<file path="src/sv/assert_macros.svh">
// Assertion macros shared by the deframer RTL.
// Included by RTL files that carry concurrent checks; no other dependencies.
`ifndef ASSERT_MACROS_SVH
`define ASSERT_MACROS_SVH
`ifndef SYNTH
// expr must hold at every edge outside reset
`define ASSERT_ALWAYS(label, clk, rst, expr, msg) \
   label: assert property (@(posedge clk) disable iff (rst) (expr)) else $error(msg);
// cons must hold in the same cycle as ante
`define ASSERT_IMPLIES(label, clk, rst, ante, cons, msg) \
   label: assert property (@(posedge clk) disable iff (rst) (ante) |-> (cons)) else $error(msg);
// cons must hold in the cycle after ante
`define ASSERT_NEXT(label, clk, rst, ante, cons, msg) \
   label: assert property (@(posedge clk) disable iff (rst) (ante) |=> (cons)) else $error(msg);
`else
`define ASSERT_ALWAYS(label, clk, rst, expr, msg)
`define ASSERT_IMPLIES(label, clk, rst, ante, cons, msg)
`define ASSERT_NEXT(label, clk, rst, ante, cons, msg)
`endif
`endif

</file>
<file path="src/sv/lpdf_pkg.sv">
// Shared types and constants of the length-prefixed field deframer.
// No dependencies.
`timescale 1ns / 1ps
`default_nettype none
package lpdf_pkg;
   localparam int BYTE_W  = 8;
   localparam int FIELD_W = 2;
   localparam int LEN_W   = 31;

   localparam logic [LEN_W-1:0] MAX_LEN_RESET = 31'd1024;

   typedef struct packed {
      logic [BYTE_W-1:0]  payload_byte;
      logic [FIELD_W-1:0] field_index;
      logic               byte_valid;
      logic               last_in_field;
      logic               last_in_message;
      logic               length_error;
   } rsp_type;
endpackage
`default_nettype wire

</file>
<file path="src/sv/three_field_length_prefix_deframer.sv">
// Deframer for messages of length-prefixed fields (big-endian length, then payload).
// Depends on lpdf_pkg and assert_macros.svh.
// Bytes go input reg -> result reg; parser state is a few counters updated in one pass.
// Throughput: one byte per cycle unless a result waits on rsp_stall.
// Reset (synchronous, active high) returns to field 0 awaiting length bytes, limit 1024,
// and empties both the input and result registers.
`timescale 1ns / 1ps
`default_nettype none
`include "assert_macros.svh"
module three_field_length_prefix_deframer #(
   parameter int LENGTH_PREFIX_BYTES = 4,
   parameter int FIELDS_PER_MESSAGE  = 3
) (
   input  wire logic                            clock,
   input  wire logic                            reset,
   // configuration: field length limit
   input  wire logic                            csr_wr_en,
   input  wire logic [lpdf_pkg::LEN_W-1:0]      csr_wr_data,
   // byte stream in
   input  wire logic                            req_valid,
   output logic                                 req_stall,
   input  wire logic [lpdf_pkg::BYTE_W-1:0]     req_data_byte,
   // deframed transactions out
   output logic                                 rsp_valid,
   input  wire logic                            rsp_stall,
   output logic [lpdf_pkg::BYTE_W-1:0]          rsp_payload_byte,
   output logic [lpdf_pkg::FIELD_W-1:0]         rsp_field_index,
   output logic                                 rsp_byte_valid,
   output logic                                 rsp_last_in_field,
   output logic                                 rsp_last_in_message,
   output logic                                 rsp_length_error
);
   // Length accumulator holds the prefix bytes seen so far.
   localparam int ACC_W = 8 * LENGTH_PREFIX_BYTES;
   localparam logic [1:0] LAST_CNT = 2'(LENGTH_PREFIX_BYTES - 1);
   localparam logic [lpdf_pkg::FIELD_W-1:0] LAST_FIELD =
      lpdf_pkg::FIELD_W'(FIELDS_PER_MESSAGE - 1);

   // config register
   logic [lpdf_pkg::LEN_W-1:0]   max_len_ff;

   // input register (also the skid stage on the request side)
   logic                         s1_valid_ff;
   logic [lpdf_pkg::BYTE_W-1:0]  s1_byte_ff;

   // parser state
   logic                         in_payload_ff, in_payload_in;
   logic [1:0]                   cnt_ff, cnt_in;
   logic [lpdf_pkg::FIELD_W-1:0] field_ff, field_in;
   logic [ACC_W-1:0]             acc_ff, acc_in;
   logic [lpdf_pkg::LEN_W-1:0]   rem_ff, rem_in;

   // result register
   logic                         rsp_valid_ff;
   lpdf_pkg::rsp_type            rsp_ff, rsp_in;

   // decode of the current byte
   logic [ACC_W-1:0]             len_full;
   logic [31:0]                  len32;
   logic                         len_bad;
   logic                         produce;
   logic                         out_free;
   logic                         proc;
   logic                         err_load;

   always_comb begin
      len_full      = ACC_W'({acc_ff, s1_byte_ff});
      len32         = 32'(len_full);
      // bit 31 only reachable with a four-byte prefix (negative length)
      len_bad       = len32[31] || (len32[30:0] > max_len_ff);

      in_payload_in = in_payload_ff;
      cnt_in        = cnt_ff;
      field_in      = field_ff;
      acc_in        = acc_ff;
      rem_in        = rem_ff;
      produce       = 1'b0;
      err_load      = 1'b0;
      rsp_in        = '0;
      rsp_in.field_index = field_ff;

      if (in_payload_ff) begin
         // payload byte: count down, close the field on the last one
         produce              = 1'b1;
         rem_in               = rem_ff - 1'b1;
         rsp_in.payload_byte  = s1_byte_ff;
         rsp_in.byte_valid    = 1'b1;
         if (rem_ff == lpdf_pkg::LEN_W'(1)) begin
            rsp_in.last_in_field   = 1'b1;
            rsp_in.last_in_message = (field_ff >= LAST_FIELD);
            in_payload_in          = 1'b0;
            field_in = (field_ff >= LAST_FIELD) ? '0 : field_ff + 1'b1;
         end
      end else if (cnt_ff != LAST_CNT) begin
         // more prefix bytes to come
         cnt_in = cnt_ff + 1'b1;
         acc_in = len_full;
      end else begin
         // prefix complete
         cnt_in = '0;
         acc_in = '0;
         priority if (len_bad) begin
            produce             = 1'b1;
            err_load            = 1'b1;
            rsp_in.length_error = 1'b1;
            field_in            = '0;
         end else if (len32 == 32'd0) begin
            // empty field marker
            produce                = 1'b1;
            rsp_in.last_in_field   = 1'b1;
            rsp_in.last_in_message = (field_ff >= LAST_FIELD);
            field_in = (field_ff >= LAST_FIELD) ? '0 : field_ff + 1'b1;
         end else begin
            rem_in        = len32[30:0];
            in_payload_in = 1'b1;
         end
      end
   end

   // A byte that yields nothing moves on even if the output is full.
   assign out_free  = !rsp_valid_ff || !rsp_stall;
   assign proc      = s1_valid_ff && (!produce || out_free);
   assign req_stall = s1_valid_ff && !proc;

   always_ff @(posedge clock) begin
      if (reset) begin
         max_len_ff    <= lpdf_pkg::MAX_LEN_RESET;
         s1_valid_ff   <= 1'b0;
         in_payload_ff <= 1'b0;
         cnt_ff        <= '0;
         field_ff      <= '0;
         acc_ff        <= '0;
         rem_ff        <= '0;
         rsp_valid_ff  <= 1'b0;
      end else begin
         if (csr_wr_en) begin
            max_len_ff <= csr_wr_data;
         end

         // input register: refill whenever it empties or moves on
         if (req_valid && !req_stall) begin
            s1_valid_ff <= 1'b1;
            s1_byte_ff  <= req_data_byte;
         end else if (proc) begin
            s1_valid_ff <= 1'b0;
         end

         if (proc) begin
            in_payload_ff <= in_payload_in;
            cnt_ff        <= cnt_in;
            field_ff      <= field_in;
            acc_ff        <= acc_in;
            rem_ff        <= rem_in;
         end

         // result register
         if (proc && produce) begin
            rsp_valid_ff <= 1'b1;
            rsp_ff       <= rsp_in;
         end else if (!rsp_stall) begin
            rsp_valid_ff <= 1'b0;
         end
      end
   end

   assign rsp_valid           = rsp_valid_ff;
   assign rsp_payload_byte    = rsp_ff.payload_byte;
   assign rsp_field_index     = rsp_ff.field_index;
   assign rsp_byte_valid      = rsp_ff.byte_valid;
   assign rsp_last_in_field   = rsp_ff.last_in_field;
   assign rsp_last_in_message = rsp_ff.last_in_message;
   assign rsp_length_error    = rsp_ff.length_error;

   `ASSERT_IMPLIES(a_err_no_data, clock, reset, rsp_valid_ff, !(rsp_ff.byte_valid && rsp_ff.length_error), "error transaction carries data")
   `ASSERT_IMPLIES(a_lim_lif, clock, reset, rsp_valid_ff && rsp_ff.last_in_message, rsp_ff.last_in_field, "message end without field end")
   `ASSERT_IMPLIES(a_field_range, clock, reset, rsp_valid_ff, rsp_ff.field_index <= LAST_FIELD, "field index out of range")
   `ASSERT_NEXT(a_err_resync, clock, reset, proc && err_load, field_ff == '0 && !in_payload_ff, "no resync after length error")
   `ASSERT_IMPLIES(a_rem_nonzero, clock, reset, in_payload_ff, rem_ff != '0, "payload state with zero bytes left")
endmodule
`default_nettype wire
</file>
<file path="config.mk">
export PLATFORM = sky130hd
export DESIGN_NAME = three_field_length_prefix_deframer
export DESIGN_NICKNAME = d
export VERILOG_FILES = /design/src/sv/lpdf_pkg.sv /design/src/sv/three_field_length_prefix_deframer.sv
export VERILOG_INCLUDE_DIRS = /design/src /design/src/sv
export SDC_FILE = /design/constraint.sdc
export NUM_CORES = 1
export LEC_CHECK = 0
export CAP_MARGIN = 30
export CORE_MARGIN = 2
export CORE_UTILIZATION = 55
export DETAILED_ROUTE_END_ITERATION = 10
export DONT_BUFFER_PORTS = 1
export PLACE_DENSITY = 0.72
export SYNTH_ARGS = -nofsm -noshare
export SYNTH_HDL_FRONTEND = slang
export SYNTH_SLANG_ARGS = --single-unit
</file>
<file path="constraint.sdc">
create_clock -name clock -period 4.09 [get_ports clock]
set_input_delay 0.6135 -clock clock [delete_from_list [all_inputs] [get_ports clock]]
set_output_delay 0.6135 -clock clock [all_outputs]
set_load 0.03 [all_outputs]
</file>
After elaboration in Yosys (flattened, before gate mapping)
Index checks and enable logic that the tools add are counted.
- register bits after elaboration: 115
- bits of input ports: 44
- output and inout port bits: 16
- reductions and logical operators: 21
- bitwise gates (word level): 2
- add/subtract/negate cells: 3
- magnitude comparators: 2
- eq/ne operators: 7
- muxes and demuxes: 32
- operators with widths (cell ; number):
    two-way mux 31 bit ; 4
    logical NOT 32 bit ; 1
    equality test 31 x 1 -> 1 bit (second input constant) ; 1
    greater-than comparator 31 bit ; 1
    subtractor 31 x 1 -> 31 bit (second input constant) ; 1
    two-way mux 24 bit ; 1
    two-way mux 2 bit ; 11
    two-way mux 1 bit ; 15
    != test 2 bit (second input constant) ; 4
    AND reduction 4 bit ; 2
    AND reduction 2 bit ; 3
    logical NOT 1 bit ; 5
    adder 2 x 1 -> 2 bit (second input constant) ; 2
    logical AND 1 bit ; 4
    != test 2 x 1 -> 1 bit (second input constant) ; 2
    logical OR 1 bit ; 3
    two-way mux 3 bit ; 1
    nonzero test 3 bit ; 1
    >= comparator 2 bit (second input constant) ; 1
    inverter 1 bit ; 2
    nonzero test 2 bit ; 1
    OR reduction 2 bit ; 1

Longest topological paths before layout
Gate-level depths: netlist (run 1).
- word-level depth: 13
- mapped depth: 12
- depth with buffers taken out: 10

Least setup slack after synthesis (run 1)
Ideal clock, no wire load.
- path type: register to register
- start point: reg s1_byte_ff[2] in the netlist's numbering
- end point: reg s1_byte_ff[0] in the netlist's numbering (enable)
- cell stages (with the launch flop): 10
- buffers on the path: 0
- required time: 3.705 ns
- arrival: 3.102 ns
- library setup time: 0.385 ns
- slack: 0.602 ns
- clock period less this slack: 3.488 ns
- cells stage by stage: edfxtp_1 -> ha_1 -> a21oi_1 -> a21oi_1 -> o31a_1 -> o41ai_2 -> a22oi_2 -> o31a_1 -> o2111a_1 -> nor3b_1
- cells in the longest elaborated chain, start to end: 13
- elaborated cells on any way between the ends: 15
- ends and longest elaborated chain (item ; line ; source):
    start: declaration ; three_field_length_prefix_deframer.sv:44 ; logic [lpdf_pkg::BYTE_W-1:0] s1_byte_ff;
    start signal: assignment ; three_field_length_prefix_deframer.sv:143 ; s1_byte_ff <= req_data_byte;
    greater-than comparator 31 bit or logical NOT 32 bit (tied branches) ; three_field_length_prefix_deframer.sv:70, three_field_length_prefix_deframer.sv:107 ;
    logical OR 1 bit or two-way mux 1 bit (tied branches) ; three_field_length_prefix_deframer.sv:70, three_field_length_prefix_deframer.sv:107 ;
    two-way mux 1 bit * ; three_field_length_prefix_deframer.sv:102 ; priority if (len_bad) begin
    two-way mux 1 bit * ; three_field_length_prefix_deframer.sv:94 ; end else if (cnt_ff != LAST_CNT) begin
    two-way mux 1 bit * ; three_field_length_prefix_deframer.sv:82 ; if (in_payload_ff) begin
    logical NOT 1 bit * ; three_field_length_prefix_deframer.sv:122 ; assign proc = s1_valid_ff && (!produce || out_free);
    logical OR 1 bit * ; three_field_length_prefix_deframer.sv:122 ;
    logical AND 1 bit * ; three_field_length_prefix_deframer.sv:122 ;
    logical NOT 1 bit * ; three_field_length_prefix_deframer.sv:123 ; assign req_stall = s1_valid_ff && !proc;
    logical AND 1 bit * ; three_field_length_prefix_deframer.sv:123 ;
    named net req_stall ; three_field_length_prefix_deframer.sv:21 ; output logic req_stall,
    logical NOT 1 bit * ; three_field_length_prefix_deframer.sv:141 ; if (req_valid && !req_stall) begin
    logical AND 1 bit * ; three_field_length_prefix_deframer.sv:141 ;
    AND reduction 2 bit (no line) * ; -- ;
Mark *: on every way through the listed nets, which the timed path passes. The rest lies on a longest branch.
A chain may end at the register's enable or synchronous reset.

Final worst setup path (run 1)
- start point: reg max_len_ff[28] in the netlist's numbering
- end point: out req_stall
- cells in the longest elaborated chain, start to end: 10
- ends and longest elaborated chain (item ; line ; source):
    start: declaration ; three_field_length_prefix_deframer.sv:40 ; logic [lpdf_pkg::LEN_W-1:0] max_len_ff;
    start signal: assignment ; three_field_length_prefix_deframer.sv:127 ; max_len_ff <= lpdf_pkg::MAX_LEN_RESET;
    start signal: assignment ; three_field_length_prefix_deframer.sv:137 ; max_len_ff <= csr_wr_data;
    greater-than comparator 31 bit ; three_field_length_prefix_deframer.sv:70 ; len_bad = len32[31] || (len32[30:0] > max_len_ff);
    logical OR 1 bit ; three_field_length_prefix_deframer.sv:70 ;
    two-way mux 1 bit ; three_field_length_prefix_deframer.sv:102 ;
    two-way mux 1 bit ; three_field_length_prefix_deframer.sv:94 ;
    two-way mux 1 bit ; three_field_length_prefix_deframer.sv:82 ;
    logical NOT 1 bit ; three_field_length_prefix_deframer.sv:122 ;
    logical OR 1 bit ; three_field_length_prefix_deframer.sv:122 ;
    logical AND 1 bit ; three_field_length_prefix_deframer.sv:122 ;
    logical NOT 1 bit ; three_field_length_prefix_deframer.sv:123 ;
    logical AND 1 bit ; three_field_length_prefix_deframer.sv:123 ;
    end: declaration ; three_field_length_prefix_deframer.sv:21 ;
No other way between the ends.

==> results.py, run 1 <==
metrics = {
    "synthesis": {
        "synth_seq_area_share_pct": 43.1,
        "synth-compound-area-share_pct": 19.0,
        "netlist_instances": 622,
        "post_synth_xor_area_fraction_pct": 0,
        "syn_area_um2": 5850,
        "synth_top_family_by_area": "compound AO/OA/AOI/OAI gates",
        "synth_fa_ha_area_share_pct": 7.27,
        "synth.top_cell.area_share_pct": 31.8,
        "edff_count_synth": 22,
        "yosys.cell_types.count": 62,
        "synthFlopType": "sky130_fd_sc_hd__dfxtp_1",
        "synth-async-reset-ratio_pct": 0,
        "synth.mux.area_fraction_pct": 7.87,
        "synth-seq-cells": 115,
        "top_cell_type_by_total_area_after_synthesis": "sky130_fd_sc_hd__dfxtp_1",
        "synth_area_leaders": "sky130_fd_sc_hd__dfxtp_1, sky130_fd_sc_hd__edfxtp_1, sky130_fd_sc_hd__mux2i_1",
        "post_synthesis_simple_gate_area_fraction_pct": 17.6,
        "post-synth-top-count-cell": "sky130_fd_sc_hd__dfxtp_1",
        "netlist_top_cells_count": "sky130_fd_sc_hd__dfxtp_1, sky130_fd_sc_hd__nor2_1, sky130_fd_sc_hd__mux2i_1",
        "mappedNetlistNets": 700,
        "synthesis.yosys.warnings": 0,
        "post_synthesis_mean_instance_area_um2": 9.41,
    },
    "route": {
        "drtIter0Drc": 444,
        "dr.pass1.iters": 8,
        "final_antenna_net_count": 0,
        "drcViolationCount": 0,
        "drt-wirelength-per-cell_um": 20.2,
        "detailed_route_vias_per_instance": 6.36,
        "routed_wl_um": 15400,
        "routed-via-count": 4862,
    },
    "global_routing": {
        "gr_met3_demand_resource_pct": 10.5,
        "grt_antenna_before_repair": 0,
        "grt_util_all_layers_pct": 28.2,
        "grt_pass1_vias": 4621,
        "leftover_overflow_at_the_end_of_global_routing": 0,
        "grt_most_used_layer": "met2",
        "met2_track_demand_over_resource_pct": 43.4,
        "first_pass_grt_wire_length_um": 24300,
        "grt_start_max_net_pins": 77,
        "grt_util_met1_pct": 34.9,
    },
    "sta": {
        "final_cycle_utilization_of_the_critical_path_pct": 93.3,
        "clock_skew_ns": 0.00852,
        "slew_headroom_pct": 47.6,
        "rsz_0062_raised_after_global_routing": "no",
        "finalMaxSlewViolations": 0,
        "achievable-frequency_mhz": 262,
        "final_hold_violation_count": 0,
        "final.setup.tns_ns": 0,
        "report.final.setup_viol": 0,
        "whs_ns": 0.139,
        "min_clock_period_post_route_ns": 3.82,
        "tightest_slew_ns": 0.779,
    },
    "min_path": {
        "min_delay_path_depth": 1,
        "hold_class": "input port to flip-flop",
    },
    "die": {
        "design.die.area_um2": 11500,
        "die_h_um": 107,
        "floorplan.die.width_um": 107,
        "num_rows": 37,
        "start_util_pct": 56.7,
        "num_io_pins": 60,
        "core-area_um2": 10300,
    },
    "worst_setup_path": {
        "critical_path_peak_fanout": 5,
        "cp-start-kind": "flip-flop",
        "setup.worst_path.end_class": "output port",
        "critical_path_arrival_ns": 3.20,
        "criticalPathCategory": "flip-flop to output port",
        "r2r_cells": 10,
        "required_ns": 3.48,
    },
    "clock_network": {
        "clock-sinks": 115,
        "clock_pin_slew_of_the_registers_on_the_worst_case_setup_and_hold_paths_ns": 0.06,
        "root_buffer_selected_by_cts": "sky130_fd_sc_hd__clkbuf_8",
        "tritoncts": "built",
        "cts_buffers": 17,
        "clock_latency_ns": 0.55,
        "cts_hold_repair.buffers": 0,
        "clockBufferDepth": 2,
        "ctsHtreeMaxLevel": 4,
    },
    "status": {
        "run_status": "completed",
    },
    "cells_and_area": {
        "flow.area_growth_from_synthesis_pct": 11.7,
        "antennaDiodeCount": 0,
        "fillCellCount": 802,
        "drive_above_1_share_pct": 9.22,
        "num-nets-final": 694,
        "post-route-cell-area_um2": 6540,
    },
    "placed_design": {
        "io_buffers": 0,
        "post-dp-hpwl_um": 10600,
        "gp_routability_congestion": 0.931,
        "placedInstanceArea_um2": 5920,
    },
    "power": {
        "cellPowerDensity_nw_per_um2": 445,
        "vdd.ir_drop.worst_mv": 0.324,
        "power.static_leakage_nw": 2.66,
    },
    "flow_run": {
        "max_cap_violations": 0,
    },
}
[worst paths after layout]
path | startpoint | endpoint | slack, ns
worst max-delay path | max_len_ff[28] | req_stall | 0.27
worst min-delay path | reset | rsp_valid | 0.14
worst max register to register | s1_byte_ff[2] | s1_byte_ff[4] | 0.71
worst min register to register | cnt_ff[0] | cnt_ff[0] | 0.48
[layout by cell type (no fill, tap or decap), drive strengths merged, types with 7 or more instances in the layout]
master	n
o22ai	7
and2	17
o21ai	20
edfxtp	22
nand4	10
nor4	15
inv	37
ha	34
mux2i	46
dfxtp	93
a22o	19
a21oi	35
nor3	9
a221oi	7
nand3	15
nand2	36
buf	8
a22oi	10
clkbuf	23
nor2	73
nor2b	11
[per-layer routing]
| layer | share of wire (%) | vias to the layer above | wire [um] |
|---|---|---|---|
| li1 | - | 2279 | - |
| met1 | 42 | 2310 | 6470 |
| met2 | 46 | 228 | 7060 |
| met3 | 9.4 | 45 | 1450 |
| met4 | 2.8 | 0 | 433 |
| met5 | 0 | - | 0 |
[worst max-delay path: stages, from the launching register on]
cell                        delay (ns)
sky130_fd_sc_hd__dfxtp_1          0.33
sky130_fd_sc_hd__inv_1            0.08
sky130_fd_sc_hd__ha_1             0.31
sky130_fd_sc_hd__nand4_1          0.22
sky130_fd_sc_hd__a2111oi_1        0.52
sky130_fd_sc_hd__nor4b_1          0.14
sky130_fd_sc_hd__a22oi_2          0.37
sky130_fd_sc_hd__o31a_1           0.24
sky130_fd_sc_hd__o2111a_1         0.44
[cells by family (layout without fill, tap and decap cells)]
logic type	Yosys count	in the layout
AND/OR/NAND/NOR	205	205
AO/OA/AOI/OAI	152	152
flip-flops	115	115
buffers and inverters	70	77
multiplexers	46	46
adder cells (fa/ha/maj)	34	34
[per-stage QoR]
step,cells,setup slack (ns),power [mW],utilization (%)
floorplan,622,0.602,1.38,-
CTS,763,0.145,2.91,63.1
detailed placement,731,0.727,1.41,57.3
finish,765,0.274,2.91,63.3
global route,765,0.142,2.99,63.3
global placement,731,0.767,1.40,57.3
[layout make-up]
| type | count | area [um2] | area share (%) |
|---|---|---|---|
| well taps | 136 | 170 | 2.60 |
| clock buffers | 23 | 477 | 7.29 |
| multi-input cells | 437 | 3040 | 46.5 |
| inverters | 37 | 139 | 2.13 |
| repair buffers | 8 | 60.1 | 0.919 |
| flip-flops and latches | 115 | 2520 | 38.6 |
| clock inverters | 9 | 126 | 1.93 |
[what timing repair did]
| action | CTS | global route |
|---|---|---|
| gates resized for setup | 0 | 1 |
| endpoints found under the setup margin | 0 | 1 |
| buffers inserted | 0 | 2 |
[flip-flops by register name (all words and copies together) (netlist names), 2 cells and up]
register          count
max_len_ff           31
rem_ff               31
acc_ff               24
rsp_payload_byte      8
s1_byte_ff            8
cnt_ff                2
field_ff              2
rsp_field_index       2
[where the power goes]
group,switching [mW],internal (mW)
sequential,0.0346,1.19
combinational,0.103,0.0750
clock,0.520,0.989
(Power assumes the default switching activity.)
==> run 2, diff against run 1 <==
--- a/config.mk
+++ b/config.mk
@@ -6,12 +6,13 @@
 export SDC_FILE = /design/constraint.sdc
 export NUM_CORES = 1
 export LEC_CHECK = 0
+export ABC_AREA = 1
 export CAP_MARGIN = 30
 export CORE_MARGIN = 2
-export CORE_UTILIZATION = 55
+export CORE_UTILIZATION = 60
 export DETAILED_ROUTE_END_ITERATION = 10
 export DONT_BUFFER_PORTS = 1
-export PLACE_DENSITY = 0.72
+export PLACE_DENSITY = 0.78
 export SYNTH_ARGS = -nofsm -noshare
 export SYNTH_HDL_FRONTEND = slang
 export SYNTH_SLANG_ARGS = --single-unit
==> results.py, run 2 <==
metrics = {
    "cells_and_area": {
        "post-route-cell-area_um2": 7170,
        "layout_commonest_cell": "sky130_fd_sc_hd__nand2_1",
        "drive_above_1_share_pct": 6.18,
        "largestRegisters": "max_len_ff (31), rem_ff (31), acc_ff (24)",
        "most-common-layout-cells": "sky130_fd_sc_hd__nand2_1, sky130_fd_sc_hd__nor2_1, sky130_fd_sc_hd__inv_1",
        "antennaDiodeCount": 0,
        "fillCellCount": 937,
        "num-nets-final": 1020,
        "flow.area_growth_from_synthesis_pct": 10.1,
    },
    "synthesis": {
        "synth-compound-area-share_pct": 11.1,
        "netlist_top_cells_count": "sky130_fd_sc_hd__nand2_1, sky130_fd_sc_hd__nor2_1, sky130_fd_sc_hd__inv_1",
        "post_synthesis_simple_gate_area_fraction_pct": 31.0,
        "syn_area_um2": 6510,
        "synthFlopType": "sky130_fd_sc_hd__dfxtp_1",
        "netlist_instances": 959,
        "synth-seq-cells": 115,
        "synth.top_cell.area_share_pct": 28.6,
        "synthesis.yosys.warnings": 0,
        "post_synthesis_mean_instance_area_um2": 6.79,
        "synth_fa_ha_area_share_pct": 6.53,
        "synth.mux.area_fraction_pct": 0,
        "synth-async-reset-ratio_pct": 0,
        "yosys.cell_types.count": 38,
        "post_synth_xor_area_fraction_pct": 1.48,
        "synth_top_family_by_area": "simple AND/OR/NAND/NOR gates",
        "top_cell_type_by_total_area_after_synthesis": "sky130_fd_sc_hd__dfxtp_1",
        "synth_area_leaders": "sky130_fd_sc_hd__dfxtp_1, sky130_fd_sc_hd__nand2_1, sky130_fd_sc_hd__edfxtp_1",
        "mappedNetlistNets": 1037,
        "edff_count_synth": 22,
        "synth_seq_area_share_pct": 38.7,
        "post-synth-top-count-cell": "sky130_fd_sc_hd__nand2_1",
    },
    "power": {
        "power.static_leakage_nw": 3.65,
        "power.total_mw": 3.07,
        "cellPowerDensity_nw_per_um2": 428,
        "vdd.ir_drop.worst_mv": 0.575,
    },
    "global_routing": {
        "first_pass_grt_wire_length_um": 25400,
        "grt_util_all_layers_pct": 28.0,
        "grt_antenna_before_repair": 0,
        "leftover_overflow_at_the_end_of_global_routing": 0,
        "grt_pass1_vias": 5359,
        "grt_start_max_net_pins": 49,
    },
    "worst_setup_path": {
        "regToRegSetupSlack_ns": 0.99,
        "setup.worst_path.end_class": "output port",
        "critical_path_arrival_ns": 2.67,
        "criticalPathCategory": "flip-flop to output port",
        "critical_path_peak_fanout": 5,
        "required_ns": 3.48,
        "cp-start-kind": "flip-flop",
    },
    "flow_run": {
        "max_cap_violations": 0,
    },
    "sta": {
        "slew_headroom_pct": 63.0,
        "final_cycle_utilization_of_the_critical_path_pct": 80.3,
        "min_clock_period_post_route_ns": 3.29,
        "rsz_0062_raised_after_global_routing": "no",
        "finalMaxSlewViolations": 0,
        "final_hold_violation_count": 0,
        "report.final.setup_viol": 0,
        "post-route-worst-setup-slack_ns": 0.804,
        "tightest_slew_ns": 0.556,
        "final.setup.tns_ns": 0,
        "achievable-frequency_mhz": 304,
        "clock_skew_ns": 0.00829,
    },
    "clock_network": {
        "clock-sinks": 115,
        "clock_latency_ns": 0.54,
        "tritoncts": "built",
        "cts.repair.resized": 0,
        "cts_hold_repair.buffers": 0,
        "clock_pin_slew_of_the_registers_on_the_worst_case_setup_and_hold_paths_ns": 0.06,
        "root_buffer_selected_by_cts": "sky130_fd_sc_hd__clkbuf_8",
        "cts_buffers": 17,
        "ctsHtreeMaxLevel": 4,
        "clockBufferDepth": 2,
        "post_cts_buffers": 0,
    },
    "die": {
        "num_rows": 38,
        "die_h_um": 108,
        "core-area_um2": 10700,
        "design.die.area_um2": 11700,
        "start_util_pct": 60.9,
        "num_io_pins": 60,
        "floorplan.die.width_um": 108,
    },
    "route": {
        "final_antenna_net_count": 0,
        "routed-via-count": 5935,
        "drt-wirelength-per-cell_um": 14.1,
        "routed_wl_um": 15400,
        "drcViolationCount": 0,
        "dr.pass1.iters": 5,
        "drtIter0Drc": 594,
        "detailed_route_vias_per_instance": 5.42,
    },
    "status": {
        "run_status": "completed",
    },
    "placed_design": {
        "placedInstanceArea_um2": 6560,
        "io_buffers": 0,
        "gp_routability_congestion": 0.903,
        "place_worst_setup_slack_ns": 1.06,
        "post-dp-hpwl_um": 10700,
    },
    "min_path": {
        "hold_class": "input port to flip-flop",
    },
}
[run 2: changes by cell type after synthesis, moves of 17 or more]
cell and delta:
sky130_fd_sc_hd__nand2_1 +191, sky130_fd_sc_hd__inv_1 +96, sky130_fd_sc_hd__nor2_1 +74, sky130_fd_sc_hd__mux2i_1 -46
sky130_fd_sc_hd__o21ai_0 +39, sky130_fd_sc_hd__a21oi_1 +38, sky130_fd_sc_hd__nand3_1 +36, sky130_fd_sc_hd__a22o_1 -19
sky130_fd_sc_hd__nand4_1 +18, sky130_fd_sc_hd__and2_1 -17
[run 2: layout make-up]
| class | count | area, um2 | share of cell area (%) |
|---|---|---|---|
| well taps | 140 | 175 | 2.44 |
| repair buffers | 9 | 87.6 | 1.22 |
| clock buffers | 18 | 428 | 5.96 |
| clock inverters | 14 | 185 | 2.58 |
| flip-flops and latches | 115 | 2520 | 35.2 |
| multi-input cells | 663 | 3270 | 45.5 |
| inverters | 136 | 510 | 7.12 |
[run 2: cells by family (layout without fill, tap and decap cells)]
logic type               after synthesis  count (layout)
AO/OA/AOI/OAI                        137             137
XOR/XNOR                              11              11
flip-flops                           115             115
buffers and inverters                181             177
adder cells (fa/ha/maj)               34              34
AND/OR/NAND/NOR                      481             481
[run 2: power by group]
part           internal, mW  switching (mW)  total (mW)  leakage (nW)
clock                  1.00           0.541        1.54         0.297
combinational         0.106           0.198       0.304          2.37
sequential             1.19          0.0290        1.22         0.980
[run 2: metrics by stage]
step                std cells  hold WS (ns)  util [%]
global route             1095         0.136      67.1
finish                   1095         0.134      67.1
floorplan                 959         0.406         -
detailed placement       1063         0.423      61.3
CTS                      1095         0.120      67.1
global placement         1062         0.419      61.1
[run 2: path summary, 6_finish.rpt]
check,start,endpoint,cells after the start
setup / recovery,s1_byte_ff[5],req_stall,15
hold / removal,reset,in_payload_ff,1
setup reg to reg,s1_byte_ff[5],acc_ff[6],17
hold reg to reg,field_ff[1],rsp_field_index[1],0
[run 2: layer usage]
layer  up-vias  track usage [%]  wire [um]
met3        29             5.42       1110
li1       3027                -          -
met1      2663             38.9       7090
met2       216             42.7       6880
met4         0             12.2        342
met5         -                0          0
[run 2: worst max-delay path, stage by stage (launching register included)]
cell and delay [ns]:
sky130_fd_sc_hd__edfxtp_1 0.51, sky130_fd_sc_hd__ha_1 0.33, sky130_fd_sc_hd__nand2_1 0.06, sky130_fd_sc_hd__nor2_1 0.14
sky130_fd_sc_hd__nand2_1 0.08, sky130_fd_sc_hd__nand2_1 0.07, sky130_fd_sc_hd__nand2_1 0.06, sky130_fd_sc_hd__nand2_1 0.06
sky130_fd_sc_hd__nand2_1 0.04, sky130_fd_sc_hd__nand2_1 0.06, sky130_fd_sc_hd__nand2_2 0.06, sky130_fd_sc_hd__nand3_2 0.10
sky130_fd_sc_hd__nand2_2 0.06, sky130_fd_sc_hd__nand2_2 0.10, sky130_fd_sc_hd__nand3_1 0.11, sky130_fd_sc_hd__inv_1 0.28
==> run 3, diff against run 2 <==
--- a/config.mk
+++ b/config.mk
@@ -6,13 +6,13 @@
 export SDC_FILE = /design/constraint.sdc
 export NUM_CORES = 1
 export LEC_CHECK = 0
-export ABC_AREA = 1
+export ABC_AREA = 0
 export CAP_MARGIN = 30
 export CORE_MARGIN = 2
-export CORE_UTILIZATION = 60
+export CORE_UTILIZATION = 57
 export DETAILED_ROUTE_END_ITERATION = 10
 export DONT_BUFFER_PORTS = 1
-export PLACE_DENSITY = 0.78
+export PLACE_DENSITY = 0.77
 export SYNTH_ARGS = -nofsm -noshare
 export SYNTH_HDL_FRONTEND = slang
 export SYNTH_SLANG_ARGS = --single-unit
==> constraint.sdc (replaced) <==
create_clock -name clock -period 2.9 [get_ports clock]
set_input_delay 0.435 -clock clock [delete_from_list [all_inputs] [get_ports clock]]
set_output_delay 0.435 -clock clock [all_outputs]
set_load 0.03 [all_outputs]
==> results.py, run 3 (synthesis results as in run 1) <==
metrics = {
    "status": {
        "run_status": "complete, but fails checks",
        "violated_checks": "negative setup slack",
    },
    "route": {
        "detailed_route_vias_per_instance": 6.48,
        "final_antenna_net_count": 0,
        "routed-via-count": 5325,
        "routed_wl_um": 17200,
        "drt-wirelength-per-cell_um": 20.9,
        "drcViolationCount": 0,
        "drtIter0Drc": 646,
        "dr.pass1.iters": 6,
    },
    "die": {
        "num_io_pins": 60,
        "core-area_um2": 9860,
        "design.die.area_um2": 11100,
        "num_rows": 36,
        "start_util_pct": 59.3,
        "die_h_um": 105,
        "floorplan.die.width_um": 105,
    },
    "clock_network": {
        "clock_latency_ns": 0.53,
        "tritoncts": "built",
        "clock-sinks": 115,
        "root_buffer_selected_by_cts": "sky130_fd_sc_hd__clkbuf_8",
        "clock_pin_slew_of_the_registers_on_the_worst_case_setup_and_hold_paths_ns": 0.06,
        "ctsHtreeMaxLevel": 4,
        "clockBufferDepth": 2,
        "cts_buffers": 17,
    },
    "sta": {
        "final_cycle_utilization_of_the_critical_path_pct": 118,
        "report.final.setup_viol": 49,
        "slew_headroom_pct": 56.3,
        "finalMaxSlewViolations": 0,
        "tightest_slew_ns": 0.655,
        "rsz_0062_raised_after_global_routing": "yes",
        "achievable-frequency_mhz": 291,
        "final_hold_violation_count": 0,
        "post-route-worst-setup-slack_ns": -0.535,
        "min_clock_period_post_route_ns": 3.44,
        "whs_ns": 0.0230,
        "clock_skew_ns": 0.00640,
    },
    "cells_and_area": {
        "flow.area_growth_from_synthesis_pct": 24.4,
        "final-seq-area_um2": 2520,
        "most-common-layout-cells": "sky130_fd_sc_hd__dfxtp_1, sky130_fd_sc_hd__nor2_1, sky130_fd_sc_hd__buf_4",
        "largestRegisters": "max_len_ff (31), rem_ff (31), acc_ff (24)",
        "drive_above_1_share_pct": 17.4,
        "layout_commonest_cell": "sky130_fd_sc_hd__dfxtp_1",
        "antennaDiodeCount": 0,
        "num-nets-final": 755,
        "multi_input_area_um2": 3170,
        "fillCellCount": 669,
    },
    "global_routing": {
        "grt_pass1_vias": 5174,
        "first_pass_grt_wire_length_um": 27100,
        "leftover_overflow_at_the_end_of_global_routing": 0,
        "grt_antenna_before_repair": 0,
        "grt_start_max_net_pins": 66,
        "grt_util_all_layers_pct": 31.5,
    },
    "placed_design": {
        "gp_routability_congestion": 0.940,
        "io_buffers": 0,
        "place_worst_setup_slack_ns": -0.0768,
        "post-dp-hpwl_um": 11400,
    },
    "power": {
        "power.static_leakage_nw": 3.03,
        "vdd.ir_drop.worst_mv": 0.608,
        "cellPowerDensity_nw_per_um2": 572,
    },
    "worst_setup_path": {
        "setup.worst_path.end_class": "output port",
        "critical_path_arrival_ns": 3.00,
        "critical_path_peak_fanout": 2,
        "criticalPathCategory": "flip-flop to output port",
        "cp-start-kind": "flip-flop",
        "required_ns": 2.47,
    },
    "min_path": {
        "hold_class": "input port to flip-flop",
    },
    "flow_run": {
        "max_cap_violations": 0,
    },
}
==> run 3: what timing repair did <==
item,in CTS,in global routing
cloned,0,2
hold endpoints to repair,73,1
resized for setup,8,10
hold buffers,10,1
pin swaps,4,4
endpoints found under the setup margin,29,81
setup buffers,3,5
==> run 3: layout make-up <==
class                   count  share of cell area, %
inverters                  37                   1.91
flip-flops and latches    115                   34.7
multi-input cells         437                   43.6
clock buffers              29                   7.72
well taps                 133                   2.29
repair buffers             69                   9.35
clock inverters             2                  0.481
==> run 3: final timing paths <==
check	end	from	slack [ns]	cells after the start
setup / recovery	req_stall	s1_byte_ff[5]	-0.54	9
hold / removal	rem_ff[6]	reset	0.02	1
setup reg to reg	s1_byte_ff[7]	s1_byte_ff[5]	-0.24	11
hold reg to reg	rsp_field_index[1]	field_ff[1]	0.48	0
==> run 3: power by group <==
| group | internal [mW] | total (mW) | switching [mW] | leakage, nW |
|---|---|---|---|---|
| registers | 1.67 | 1.70 | 0.0312 | 0.990 |
| clock network | 1.37 | 2.08 | 0.703 | 0.295 |
| logic | 0.168 | 0.385 | 0.217 | 1.74 |
==> run 3: metrics by stage <==
stage | power (mW) | instance area (um2) | std cells | setup TNS [ns] | util (%)
CTS | 4.15 | 7120 | 815 | -0.462 | 72.2
global route | 4.29 | 7280 | 822 | -9.28 | 73.8
floorplan | 1.95 | 5900 | 622 | -0.507 | -
finish | 4.17 | 7280 | 822 | -4.08 | 73.8
detailed placement | 2.05 | 6330 | 771 | -1.57 | 64.1
global placement | 2.03 | 6330 | 771 | -0.0757 | 64.1
==> run 3: layer usage <==
layer  track usage [%]  part of all wire [%]
met1              39.4                    40
met2              52.0                    47
met3              7.24                   9.3
met4              13.4                   3.4
met5                 0                     0
==> run 3: critical path, stage by stage, from the launching register on <==
cell and delay [ns]:
sky130_fd_sc_hd__edfxtp_1 0.40, sky130_fd_sc_hd__ha_1 0.31, sky130_fd_sc_hd__nand4_1 0.18, sky130_fd_sc_hd__a21oi_2 0.06
sky130_fd_sc_hd__o31a_1 0.30, sky130_fd_sc_hd__o41ai_2 0.36, sky130_fd_sc_hd__a22oi_2 0.14, sky130_fd_sc_hd__o31a_1 0.29
sky130_fd_sc_hd__o2111a_2 0.28, sky130_fd_sc_hd__buf_6 0.14
